[src/hdl/sghm_pkg.sv]
// shared types and constants for the sparse grid hash map
package sghm_pkg;
  localparam int unsigned HASH_ROUNDS = 12;
  localparam int unsigned MIX_SHIFT = 8;
  localparam logic [63:0] MIX_MULT = 64'h6B;
  localparam logic [7:0] SPACE_CHAR = 8'd32;
  localparam int unsigned ROUND_BITS = 4;
  localparam int unsigned DATA_BYTES = 14;
  localparam int unsigned OUT_BYTES = 2;

  typedef enum logic [6:0] {
    ST_IDLE  = 7'b0000001,
    ST_HASH  = 7'b0000010,
    ST_COMB  = 7'b0000100,
    ST_READ  = 7'b0001000,
    ST_CMP   = 7'b0010000,
    ST_WRITE = 7'b0100000,
    ST_OUT   = 7'b1000000
  } state_t;

  typedef struct packed {
    logic load;
    logic hash_step;
    logic combine;
    logic way_read;
    logic way_check;
    logic commit;
    logic out_load;
    logic clear_step;
  } cmd_t;

  typedef struct packed {
    logic hash_done;
    logic ways_done;
    logic stop_scan;
    logic clear_done;
  } stat_t;
endpackage

[src/hdl/sghm_ctrl.sv]
// control state machine for the hash map
module sghm_ctrl (
  input  logic              clk,
  input  logic              rst_n,
  input  logic              in_tvalid,
  output logic              in_tready,
  input  logic              out_busy,
  input  sghm_pkg::stat_t   stat,
  output sghm_pkg::cmd_t    cmd
);
  sghm_pkg::state_t state_r, state_nxt;
  logic clearing_r, clearing_nxt;

  always_ff @(posedge clk) begin
    if (!rst_n) begin
      state_r    <= sghm_pkg::ST_IDLE;
      clearing_r <= 1'b1;
    end else begin
      state_r    <= state_nxt;
      clearing_r <= clearing_nxt;
    end
  end

  assign in_tready = (state_r == sghm_pkg::ST_IDLE) && !clearing_r;

  always_comb begin
    state_nxt    = state_r;
    clearing_nxt = clearing_r && !stat.clear_done;
    cmd          = '0;
    cmd.clear_step = clearing_r;
    unique case (state_r)
      sghm_pkg::ST_IDLE: begin
        if (in_tvalid && !clearing_r) begin
          cmd.load  = 1'b1;
          state_nxt = sghm_pkg::ST_HASH;
        end
      end
      sghm_pkg::ST_HASH: begin
        cmd.hash_step = 1'b1;
        if (stat.hash_done) begin
          state_nxt = sghm_pkg::ST_COMB;
        end
      end
      sghm_pkg::ST_COMB: begin
        cmd.combine = 1'b1;
        state_nxt   = sghm_pkg::ST_READ;
      end
      sghm_pkg::ST_READ: begin
        cmd.way_read = 1'b1;
        state_nxt    = sghm_pkg::ST_CMP;
      end
      sghm_pkg::ST_CMP: begin
        cmd.way_check = 1'b1;
        if (stat.ways_done || stat.stop_scan) begin
          state_nxt = sghm_pkg::ST_WRITE;
        end else begin
          state_nxt = sghm_pkg::ST_READ;
        end
      end
      sghm_pkg::ST_WRITE: begin
        if (!out_busy) begin
          cmd.commit   = 1'b1;
          cmd.out_load = 1'b1;
          state_nxt    = sghm_pkg::ST_IDLE;
        end
      end
      sghm_pkg::ST_OUT: state_nxt = sghm_pkg::ST_IDLE;
      default: state_nxt = sghm_pkg::ST_IDLE;
    endcase
  end
endmodule

[config.mk]
export PLATFORM = sky130hd
export DESIGN_NAME = sghm_ctrl
export DESIGN_NICKNAME = d
export VERILOG_FILES = /design/src/hdl/sghm_pkg.sv /design/src/hdl/sghm_ctrl.sv
export SDC_FILE = /design/constraint.sdc
export NUM_CORES = 1
export LEC_CHECK = 0
export BUFFER_PORTS_ARGS = -buffer_cell sky130_fd_sc_hd__buf_2
export CAP_MARGIN = 10
export CELL_PAD_IN_SITES_DETAIL_PLACEMENT = 1
export CELL_PAD_IN_SITES_GLOBAL_PLACEMENT = 1
export CORE_AREA = 2 2 39 41
export CTS_CLUSTER_DIAMETER = 50
export CTS_CLUSTER_SIZE = 40
export DETAILED_ROUTE_END_ITERATION = 12
export DIE_AREA = 0 0 41 43
export PLACE_DENSITY_LB_ADDON = 0.15
export SLEW_MARGIN = 20
export SYNTH_ARGS = -nofsm -noshare
export SYNTH_HDL_FRONTEND = slang
export SYNTH_SLANG_ARGS = --single-unit
[constraint.sdc]
create_clock -name clk -period 3 [get_ports clk]
set_input_delay 0.6 -clock clk [delete_from_list [all_inputs] [get_ports clk]]
set_output_delay 0.6 -clock clk [all_outputs]
set_load 0.05 [all_outputs]
== Yosys cells after proc, flatten, opt, wreduce, memory -nomap -nowiden ==
Cells that the tools add are included.
W data, S select, Z words.
Operators by class
  add/subtract/negate cells: 0
  $mul: 0
  divide/modulo/power cells: 0
  $lt $le $gt $ge: 0
  equal/unequal tests: 9
  shifts and indexed selects: 0
  muxes and demuxes: 13
  bitwise gates (word level): 0
  reduce and logical (&&, ||, !) cells: 7
Operators by type and width (number)
  $pmux W7 S6: 1
  $mux W7: 3
  $eq A7 B1 Y1 const B: 1
  $eq A7 B2 Y1 const B: 1
  $eq A7 B3 Y1 const B: 1
  $eq A7 B4 Y1 const B: 1
  $eq A7 B5 Y1 const B: 1
  $eq A7 B6 Y1 const B: 1
  $mux W1: 6
  $mux W6: 1
  $mux W2: 2
  $ne A2 B2 Y1 const B: 2
  $logic_and A1 B1 Y1: 3
  $reduce_and A3 Y1: 1
  $logic_not A1 Y1: 2
  $ne A2 B1 Y1 const B: 1
  $logic_or A1 B1 Y1: 1
Word-level totals
  flip-flop bits (word level): 8
  latch bits: 0
  bits in writable memories: 0
  bits in read-only memories: 0
  output and inout bits: 9
  memories: 0

== Longest topological paths before layout ==
Gate-level depths: netlist (run 1).
  depth in word-level cells: 4
  gate-level depth with buffers: 4

== Worst setup path before layout (run 1) ==
OpenSTA, ideal clock, no wires.
  path type: register to output
  start point: register state_r[4]
  end point: output cmd[4] (netlist name)
  arrival time: 1.605 ns
  data required time: 2.400 ns
  setup slack: 0.795 ns
  stages on the path, launching flop included: 3
  buffers on the path: 0
  cells stage by stage: dfxtp_1 -> or4_4 -> nor3b_2
RTL lines
  from (decl): line sghm_ctrl.sv:11  | sghm_pkg::state_t state_r, state_nxt;
  from (signal assigned): line sghm_ctrl.sv:16  | state_r <= sghm_pkg::ST_IDLE;
  from (signal assigned): line sghm_ctrl.sv:19  | state_r <= state_nxt;
  to (decl): line sghm_ctrl.sv:9  | output sghm_pkg::cmd_t cmd

==> impl_metrics.py, run 1 <==
metrics = {
    "outcome": {
        "outcome": "complete, no violations",
    },
    "logic_synthesis": {
        "synth_cell_types": 24,
        "synth-seq-cells": 7,
        "synth_edf_count": 0,
        "synth.net_count": 54,
        "async_flop_share_pct": 0,
        "yosys_warnings": 0,
        "syn_inst": 46,
        "synth_area_per_cell_sq_um": 8.60,
        "yosysSeqAreaShare_pct": 35.4,
        "synth.cell_area_sq_um": 395,
        "ys.flop_type": "dfxtp_1",
    },
    "worst_setup_path": {
        "cp-start-kind": "flip-flop",
        "endpoint": "cmd[4]",
        "rr_worst_depth": 3,
        "worst-r2r-setup-slack_ns": 1.54,
        "worstPathMaxFanout": 8,
        "criticalPathCategory": "flip-flop to output port",
        "critPathCaptureType": "output port",
        "timing.rr.end": "state_r[4]",
        "startpoint": "state_r[4]",
        "crit_required_ns": 2.40,
        "r2r-start": "state_r[2]",
        "cp.arrival_ns": 1.73,
    },
    "finish": {
        "final_cell_mix": "buf_2, nor2_1, dfxtp_1, nand2_1",
        "drive_above_1_share_pct": 37.5,
        "fin_cells": 80,
        "final_common_cell": "buf_2",
        "fillers": 180,
        "diodes": 0,
        "fin_area_sq_um": 507,
        "multi_input_area_sq_um": 233,
        "final_nets": 73,
        "syn_to_final_growth_pct": 28.2,
        "regArea_sq_um": 140,
    },
    "sta": {
        "setup_viol": 0,
        "fin_crit_ns": 2.33,
        "hold_violations": 0,
        "hold_ws_ns": 0.490,
        "drv_slew": 0,
        "skew_ns": 0.00256,
        "fmax_ghz": 0.430,
        "fin_setup_tns_ns": 0,
        "slew_headroom_pct": 66.4,
        "worst_slew_pin_slew_ns": 0.500,
        "fin_crit_sh_pct": 77.5,
        "grt_setup_unrepaired": "false",
    },
    "pwr": {
        "power_switching_uw": 95.3,
        "power_frac_comb_pct": 27.4,
        "power_density_nw_per_um2": 542,
        "seqPwrFrac_pct": 41.2,
        "p_int_uw": 179,
        "netSwitchingFraction_pct": 34.7,
        "power_leakage_nw": 0.238,
        "ir_worst_vdd_mv": 0.231,
        "pwr-share-clk_pct": 31.3,
        "p_total_uw": 275,
    },
    "clocking": {
        "cts_root_buf": "clkbuf_4",
        "cts_buffer_depth": 2,
        "clk_latency_ns": 0.26,
        "cts_setup_buffers": 0,
        "cts_tree": "done",
        "h-tree-depth": 1,
        "cts_resized": 0,
        "cts_hold_buf": 0,
        "cts_buffers": 3,
        "cts.reportedPaths.clkPinSlew_ns": 0.05,
        "cts_sinks": 7,
    },
    "drt": {
        "drc": 0,
        "routed_wl_um": 919,
        "antenna_left": 0,
        "vias": 404,
        "first_pass_iters": 4,
        "wire_per_inst_um": 11.5,
        "drt_iter0_markers": 5,
        "viasPerCell": 5.05,
    },
    "grt": {
        "grt_max_degree": 9,
        "grt_pass1_vias": 348,
        "track_usage_pct": 12.5,
        "grt_antenna_before_repair": 0,
        "grt_pass1_wl_um": 1440,
        "gr-total-overflow": 0,
    },
    "run": {
        "maxCapViolCount": 0,
    },
    "floorplan": {
        "core_sq_um": 1380,
        "start_util_pct": 28.6,
        "ios": 17,
        "rows": 14,
        "die_area_sq_um": 1760,
        "die_w_um": 41,
        "die_height_um": 43,
    },
    "hold_path": {
        "hold_class": "flip-flop to flip-flop",
    },
    "placed_design": {
        "place_inst": 76,
        "place_area_sq_um": 480,
        "port-buffer-count": 16,
        "gp_congestion": 0.650,
    },
}
[cell type report]
type | count | share of cell area (%)
clock buffers | 4 | 5.19
multi-input cells | 35 | 45.9
well taps | 16 | 3.95
inverters | 2 | 1.48
flip-flops and latches | 7 | 27.7
repair buffers | 16 | 15.8
[cells by family after synthesis]
kind of cell,count (synthesis),synth area share (%)
xor+xnor,1,2.22
simple gates,26,44.0
flops,7,35.4
buf+inv,4,5.70
compound gates,8,12.7
[cell usage after synthesis (all sizes together) (2+ instances only)]
| library cell | instances | area (sq um) |
|---|---|---|
| buf | 2 | 15.0 |
| nor3b | 3 | 32.5 |
| nor4 | 2 | 12.5 |
| nor2 | 7 | 26.3 |
| and3b | 2 | 18.8 |
| inv | 2 | 7.51 |
| nor4b | 2 | 17.5 |
| o21ai | 3 | 15.0 |
| nand2 | 4 | 15.0 |
| dfxtp | 7 | 140 |
[per-layer routing]
layer	GRT usage [%]	share of wire, %	vias to the layer above	wire length, um
li1	-	-	203	-
met1	16.5	50	181	460
met2	15.3	40	15	372
met3	3.14	5.7	5	52
met4	12.0	3.6	0	33
met5	0	0	-	0
[critical path, cell delays in order (launching register included)]
cell and delay [ns]:
dfxtp_1 0.38, or4_4 0.58, nor3b_2 0.22, buf_2 0.29
[sequential cells by signal, indices dropped and copies added (netlist names)]
register,cells
state_r,6
clearing_r,1
[power by group through the flow]
stage	clock [mW]	combinational (mW)	sequential (mW)
after global placement	0	0.0763	0.115
final	0.0861	0.0754	0.113
after floorplan	0	0.0611	0.111
after CTS	0.0881	0.0763	0.113
after detailed placement	0	0.0759	0.115
after global routing	0.0976	0.0825	0.114
[metrics by stage]
stage / utilization [%] / setup slack, ns
2_1_floorplan: - / 0.795
3_3_place_gp: 34.7 / 0.929
3_5_place_dp: 34.7 / 0.949
4_1_cts: 36.6 / 0.674
5_1_grt: 36.6 / 0.573
6_report: 36.6 / 0.675
[how the worst min path moves through the flow]
stage,start,endpoint,slack (ns),cells after the start
after floorplan,clearing_r,clearing_r,0.46,2
final,clearing_r,clearing_r,0.49,2
after global placement,clearing_r,clearing_r,0.49,2
after global routing,stat[0],clearing_r,0.54,2
after detailed placement,clearing_r,clearing_r,0.50,2
after CTS,clearing_r,clearing_r,0.50,2
No activity file was read; power rests on OpenSTA's default activity.
==> run 2: changes to the inputs <==
--- a/config.mk
+++ b/config.mk
@@ -9,11 +9,11 @@
 export CAP_MARGIN = 10
 export CELL_PAD_IN_SITES_DETAIL_PLACEMENT = 1
 export CELL_PAD_IN_SITES_GLOBAL_PLACEMENT = 1
-export CORE_AREA = 2 2 39 41
+export CORE_MARGIN = 2
+export CORE_UTILIZATION = 30
 export CTS_CLUSTER_DIAMETER = 50
 export CTS_CLUSTER_SIZE = 40
 export DETAILED_ROUTE_END_ITERATION = 12
-export DIE_AREA = 0 0 41 43
 export PLACE_DENSITY_LB_ADDON = 0.15
 export SLEW_MARGIN = 20
 export SYNTH_ARGS = -nofsm -noshare
==> constraint.sdc (replaced) <==
create_clock -name clk -period 2.38 [get_ports clk]
set_input_delay 0.476 -clock clk [delete_from_list [all_inputs] [get_ports clk]]
set_output_delay 0.476 -clock clk [all_outputs]
set_load 0.05 [all_outputs]
==> run 2 against run 1 <==
  * Cell count is 1.3% lower
  * Via count fell by 2.5%
  * Final area decreased by 0.25%
  * Die area shrank 7.9%
  * Largest power group unchanged
  * Power up 25%
  * Critical path type unchanged
  * Wire length down 4.0%
  * Hold slack worse by 0.082 ns
  * Sequential share of layout area up 0.068 points
  * Utilization up 3.2 points
  * Critical path depth stayed put
  * Critical endpoint unchanged
  * Sequential power increased by 26%
  * Highest routed layer is now met3
==> impl_metrics.py, run 2 (synthesis gave the netlist of run 1 again) <==
metrics = {
    "worst_setup_path": {
        "cp-start-kind": "flip-flop",
        "rr_worst_depth": 3,
        "critPathSlowestCell": "or4_4",
        "path_cells": "or4_4 -> nor3b_2 -> buf_2",
        "cp.arrival_ns": 1.68,
        "critPathMaxStageDelay_ns": 0.57,
        "critPathTopFamily": "simple AND/OR/NAND/NOR gates",
        "worstPathMaxFanout": 8,
        "critPathCaptureType": "output port",
        "cp_num_cells": 3,
        "worst-r2r-setup-slack_ns": 0.90,
        "crit_required_ns": 1.90,
        "criticalPathCategory": "flip-flop to output port",
        "r2r-start": "state_r[2]",
        "crit_buf_inv": 1,
        "timing.rr.end": "state_r[4]",
    },
    "floorplan": {
        "die_height_um": 40.3,
        "core_sq_um": 1270,
        "rows": 13,
        "ios": 17,
        "die_area_sq_um": 1620,
        "start_util_pct": 31.2,
        "die_w_um": 40.3,
    },
    "sta": {
        "fmax_ghz": 0.464,
        "skew_ns": 0.000608,
        "fin_setup_tns_ns": 0,
        "drv_slew": 0,
        "hold_violations": 0,
        "slew_headroom_pct": 64.9,
        "fin_crit_sh_pct": 90.6,
        "worst_slew_pin_slew_ns": 0.522,
        "setup_viol": 0,
        "fin_crit_ns": 2.16,
        "hold_ws_ns": 0.408,
        "grt_setup_unrepaired": "false",
    },
    "placed_design": {
        "gp_congestion": 0.646,
        "dp_hpwl_um": 720,
        "port-buffer-count": 16,
        "place_area_sq_um": 479,
    },
    "grt": {
        "grt_antenna_before_repair": 0,
        "gr-total-overflow": 0,
        "grt_max_degree": 9,
        "track_usage_pct": 13.4,
        "grt_pass1_wl_um": 1420,
        "grt_pass1_vias": 365,
    },
    "drt": {
        "viasPerCell": 4.99,
        "routed_wl_um": 882,
        "vias": 394,
        "antenna_left": 0,
        "drt_iter0_markers": 3,
        "drc": 0,
        "wire_per_inst_um": 11.2,
        "first_pass_iters": 3,
    },
    "finish": {
        "diodes": 0,
        "final_nets": 73,
        "multi_input_area_sq_um": 233,
        "drive_above_1_share_pct": 37.5,
        "fin_area_sq_um": 505,
        "largest_register_ffs": 6,
        "largest-register": "state_r",
        "top_regs": "state_r: 6 flops, clearing_r: 1 flops",
        "fillers": 166,
        "final_common_cell": "buf_2",
        "syn_to_final_growth_pct": 27.8,
        "final_cell_mix": "buf_2, nor2_1, dfxtp_1, nand2_1",
        "regArea_sq_um": 140,
    },
    "run": {
        "maxCapViolCount": 0,
    },
    "clocking": {
        "cts_root_buf": "clkbuf_4",
        "clk_latency_ns": 0.24,
        "h-tree-depth": 1,
        "cts_tree": "done",
        "cts_hold_buf": 0,
        "cts_sinks": 7,
        "cts.reportedPaths.clkPinSlew_ns": 0.05,
        "cts_setup_buffers": 0,
        "cts_buffers": 3,
        "cts_buffer_depth": 2,
        "cts_resized": 0,
    },
    "pwr": {
        "pwr-share-clk_pct": 30.5,
        "power_leakage_nw": 0.238,
        "p_int_uw": 226,
        "power_density_nw_per_um2": 678,
        "seqPwrFrac_pct": 41.4,
        "ir_worst_vdd_mv": 0.318,
        "netSwitchingFraction_pct": 34.2,
        "power_frac_comb_pct": 28.1,
        "power_switching_uw": 117,
    },
    "outcome": {
        "outcome": "complete, no violations",
    },
    "hold_path": {
        "min_to": "clearing_r",
        "hold_class": "input port to flip-flop",
        "hold_path_depth": 2,
        "min_from": "stat[0]",
    },
}
==> run 2: cell counts in the layout (fill, tap and decap cells not counted) <==
No cell type changed its count.
==> run 2: layout make-up <==
cell class,count,share of cell area [%]
repair buffers,16,15.8
flip-flops and latches,7,27.7
multi-input cells,35,46.0
well taps,15,3.71
inverters,2,1.49
clock buffers,4,5.20
==> run 2: per-layer routing <==
metal	wire length, um	global-route usage, %	up-vias
li1	-	-	201
met1	429	14.6	181
met2	393	23.4	12
met3	59	5.00	0
met4	0	5.00	0
met5	0	0	-
==> run 2: worst max path at each step <==
| stage | start | to |
|---|---|---|
| final | state_r[4] | cmd[4] |
| after detailed placement | state_r[4] | cmd[5] |
| after floorplan | state_r[4] | cmd[4] |
| after CTS | state_r[4] | cmd[5] |
| after global routing | state_r[2] | cmd[7] |
| after global placement | state_r[4] | cmd[5] |
==> run 2: power by group through the flow <==
stage                     Sequential, mW  Clock, mW  Combinational [mW]
after detailed placement           0.145          0              0.0961
after CTS                          0.142      0.107              0.0972
after global routing               0.144      0.118               0.105
after global placement             0.145          0              0.0958
final                              0.142      0.105              0.0964
after floorplan                    0.140          0              0.0770
==> run 2: through the flow <==
step	instances	total power, mW	setup WS, ns	utilization (%)
after detailed placement	75	0.241	0.459	37.8
after global placement	75	0.241	0.462	37.8
final	79	0.343	0.223	39.8
after global routing	79	0.366	0.0796	39.8
after CTS	79	0.346	0.200	39.8
after floorplan	46	0.217	0.299	-
==> run 3: changes to the inputs <==
--- a/config.mk
+++ b/config.mk
@@ -9,11 +9,12 @@
 export CAP_MARGIN = 10
 export CELL_PAD_IN_SITES_DETAIL_PLACEMENT = 1
 export CELL_PAD_IN_SITES_GLOBAL_PLACEMENT = 1
-export CORE_MARGIN = 2
-export CORE_UTILIZATION = 30
+export CORE_AREA = 2 2 39 41
+export CTS_BUF_LIST = sky130_fd_sc_hd__clkbuf_4 sky130_fd_sc_hd__clkbuf_8 sky130_fd_sc_hd__clkbuf_16
 export CTS_CLUSTER_DIAMETER = 50
 export CTS_CLUSTER_SIZE = 40
 export DETAILED_ROUTE_END_ITERATION = 12
+export DIE_AREA = 0 0 41 43
 export PLACE_DENSITY_LB_ADDON = 0.15
 export SLEW_MARGIN = 20
 export SYNTH_ARGS = -nofsm -noshare
==> constraint.sdc (replaced) <==
create_clock -name clk -period 2.5 [get_ports clk]
set_input_delay 0.5 -clock clk [delete_from_list [all_inputs] [get_ports clk]]
set_output_delay 0.5 -clock clk [all_outputs]
set_load 0.05 [all_outputs]
==> run 3 against run 2 <==
  * Combinational power fell by 5.7%
  * Critical path depth did not move
  * Largest power group unchanged
  * Global-route usage fell by 0.91 points
  * Sequential power fell by 4%
  * Utilization fell by 3.0 points
  * Critical path type unchanged
  * Sequential share of layout area fell by 0.27 points
  * Sequential cell count did not move
  * Largest cell class unchanged
  * Via count rose by 3.3%
  * Highest routed layer is now met4
  * Register-to-register slack improved by 0.15 ns
==> impl_metrics.py, run 3 (synthesis gave the netlist of run 1 again) <==
metrics = {
    "outcome": {
        "outcome": "complete, no violations",
    },
    "worst_setup_path": {
        "path_cells": "or4_4 -> nor3b_2 -> buf_2",
        "crit_required_ns": 2.00,
        "critPathSlowestCell": "or4_4",
        "cp.arrival_ns": 1.71,
        "critPathCaptureType": "output port",
        "criticalPathCategory": "flip-flop to output port",
        "critPathMaxStageDelay_ns": 0.57,
        "worstPathMaxFanout": 8,
        "cp-start-kind": "flip-flop",
    },
    "floorplan": {
        "die_height_um": 43,
        "die_area_sq_um": 1760,
        "start_util_pct": 28.6,
        "ios": 17,
        "rows": 14,
        "core_sq_um": 1380,
        "die_w_um": 41,
    },
    "grt": {
        "track_usage_pct": 12.5,
        "grt_pass1_wl_um": 1480,
        "grt_max_degree": 9,
        "gr-total-overflow": 0,
        "grt_pass1_vias": 350,
        "grt_antenna_before_repair": 0,
    },
    "clocking": {
        "clk_latency_ns": 0.24,
        "cts_hold_buf": 0,
        "cts_buffers": 3,
        "cts_root_buf": "clkbuf_4",
        "cts.reportedPaths.clkPinSlew_ns": 0.05,
        "cts_sinks": 7,
        "cts_tree": "done",
        "h-tree-depth": 1,
        "cts_setup_buffers": 0,
        "cts_resized": 0,
        "cts_buffer_depth": 2,
    },
    "finish": {
        "final_nets": 73,
        "top_regs": "state_r: 6 flops, clearing_r: 1 flops",
        "drive_above_1_share_pct": 39.1,
        "largest-register": "state_r",
        "fillers": 180,
        "final_common_cell": "buf_2",
        "diodes": 0,
        "final_cell_mix": "buf_2, nor2_1, dfxtp_1, nand2_1, clkbuf_4",
        "largest_register_ffs": 6,
        "syn_to_final_growth_pct": 29.1,
    },
    "drt": {
        "wire_per_inst_um": 11.1,
        "routed_wl_um": 888,
        "vias": 407,
        "drc": 0,
        "drt_iter0_markers": 0,
        "antenna_left": 0,
        "viasPerCell": 5.09,
        "first_pass_iters": 1,
    },
    "pwr": {
        "ir_worst_vdd_mv": 0.269,
        "power_density_nw_per_um2": 659,
        "power_leakage_nw": 0.242,
    },
    "sta": {
        "grt_setup_unrepaired": "false",
        "drv_slew": 0,
        "setup_viol": 0,
        "slew_headroom_pct": 67.6,
        "skew_ns": 0.00405,
        "fin_crit_ns": 2.21,
        "hold_violations": 0,
        "hold_ws_ns": 0.433,
        "fin_setup_tns_ns": 0,
        "worst_slew_pin_slew_ns": 0.481,
        "fin_crit_sh_pct": 88.2,
        "fmax_ghz": 0.453,
    },
    "hold_path": {
        "hold_class": "input port to flip-flop",
    },
    "run": {
        "maxCapViolCount": 0,
    },
    "placed_design": {
        "port-buffer-count": 16,
        "gp_congestion": 0.650,
    },
}
==> run 3: cell counts in the layout (fill, tap and decap cells not counted) <==
No cell type changed its count.
==> run 3: final cells by class <==
cell class,instances,area (sq um),area share (%)
tap,16,20.0,3.92
clock buffer,4,30.0,5.88
sequential,7,140,27.5
timing repair buffer,16,80.1,15.7
inverter,2,7.51,1.47
multi-input combinational,35,233,45.6
==> run 3: worst paths after layout <==
kind	start	endpoint	slack (ns)	depth (start not counted)
worst max-delay path	state_r[4]	cmd[4]	0.29	3
worst min-delay path	stat[0]	clearing_r	0.43	2
worst max register to register	state_r[2]	state_r[4]	1.05	3
worst min register to register	clearing_r	clearing_r	0.49	2
==> run 3: worst max-delay path, delay by kind of cell, from the launching register on <==
| kind | cells | cell delay, ns |
|---|---|---|
| flops | 1 | 0.38 |
| buf+inv | 1 | 0.29 |
| simple gates | 2 | 0.79 |
==> run 3: routing by layer <==
| metal | vias to the layer above | track usage (%) | share of wire, % |
|---|---|---|---|
| li1 | 204 | - | - |
| met3 | 2 | 3.14 | 5.4 |
| met5 | - | 0 | 0 |
| met2 | 12 | 16.3 | 44 |
| met1 | 189 | 17.5 | 50 |
| met4 | 0 | 8.00 | 0.90 |
==> run 3: power by group <==
group	total [mW]	switching (mW)	internal [mW]
sequential	0.136	0.0148	0.121
combinational	0.0909	0.0574	0.0335
clock	0.110	0.0382	0.0715
total	0.336	0.110	0.226
==> run 3: metrics by stage <==
step	instances	worst slack (ns)	utilization [%]	power, mW	cell area, sq um
after global placement	76	0.529	34.7	0.230	480
after detailed placement	76	0.548	34.7	0.229	480
final	80	0.294	36.9	0.336	510
after floorplan	46	0.395	-	0.207	395
after global routing	80	0.209	36.9	0.362	510
after CTS	80	0.279	36.9	0.343	510
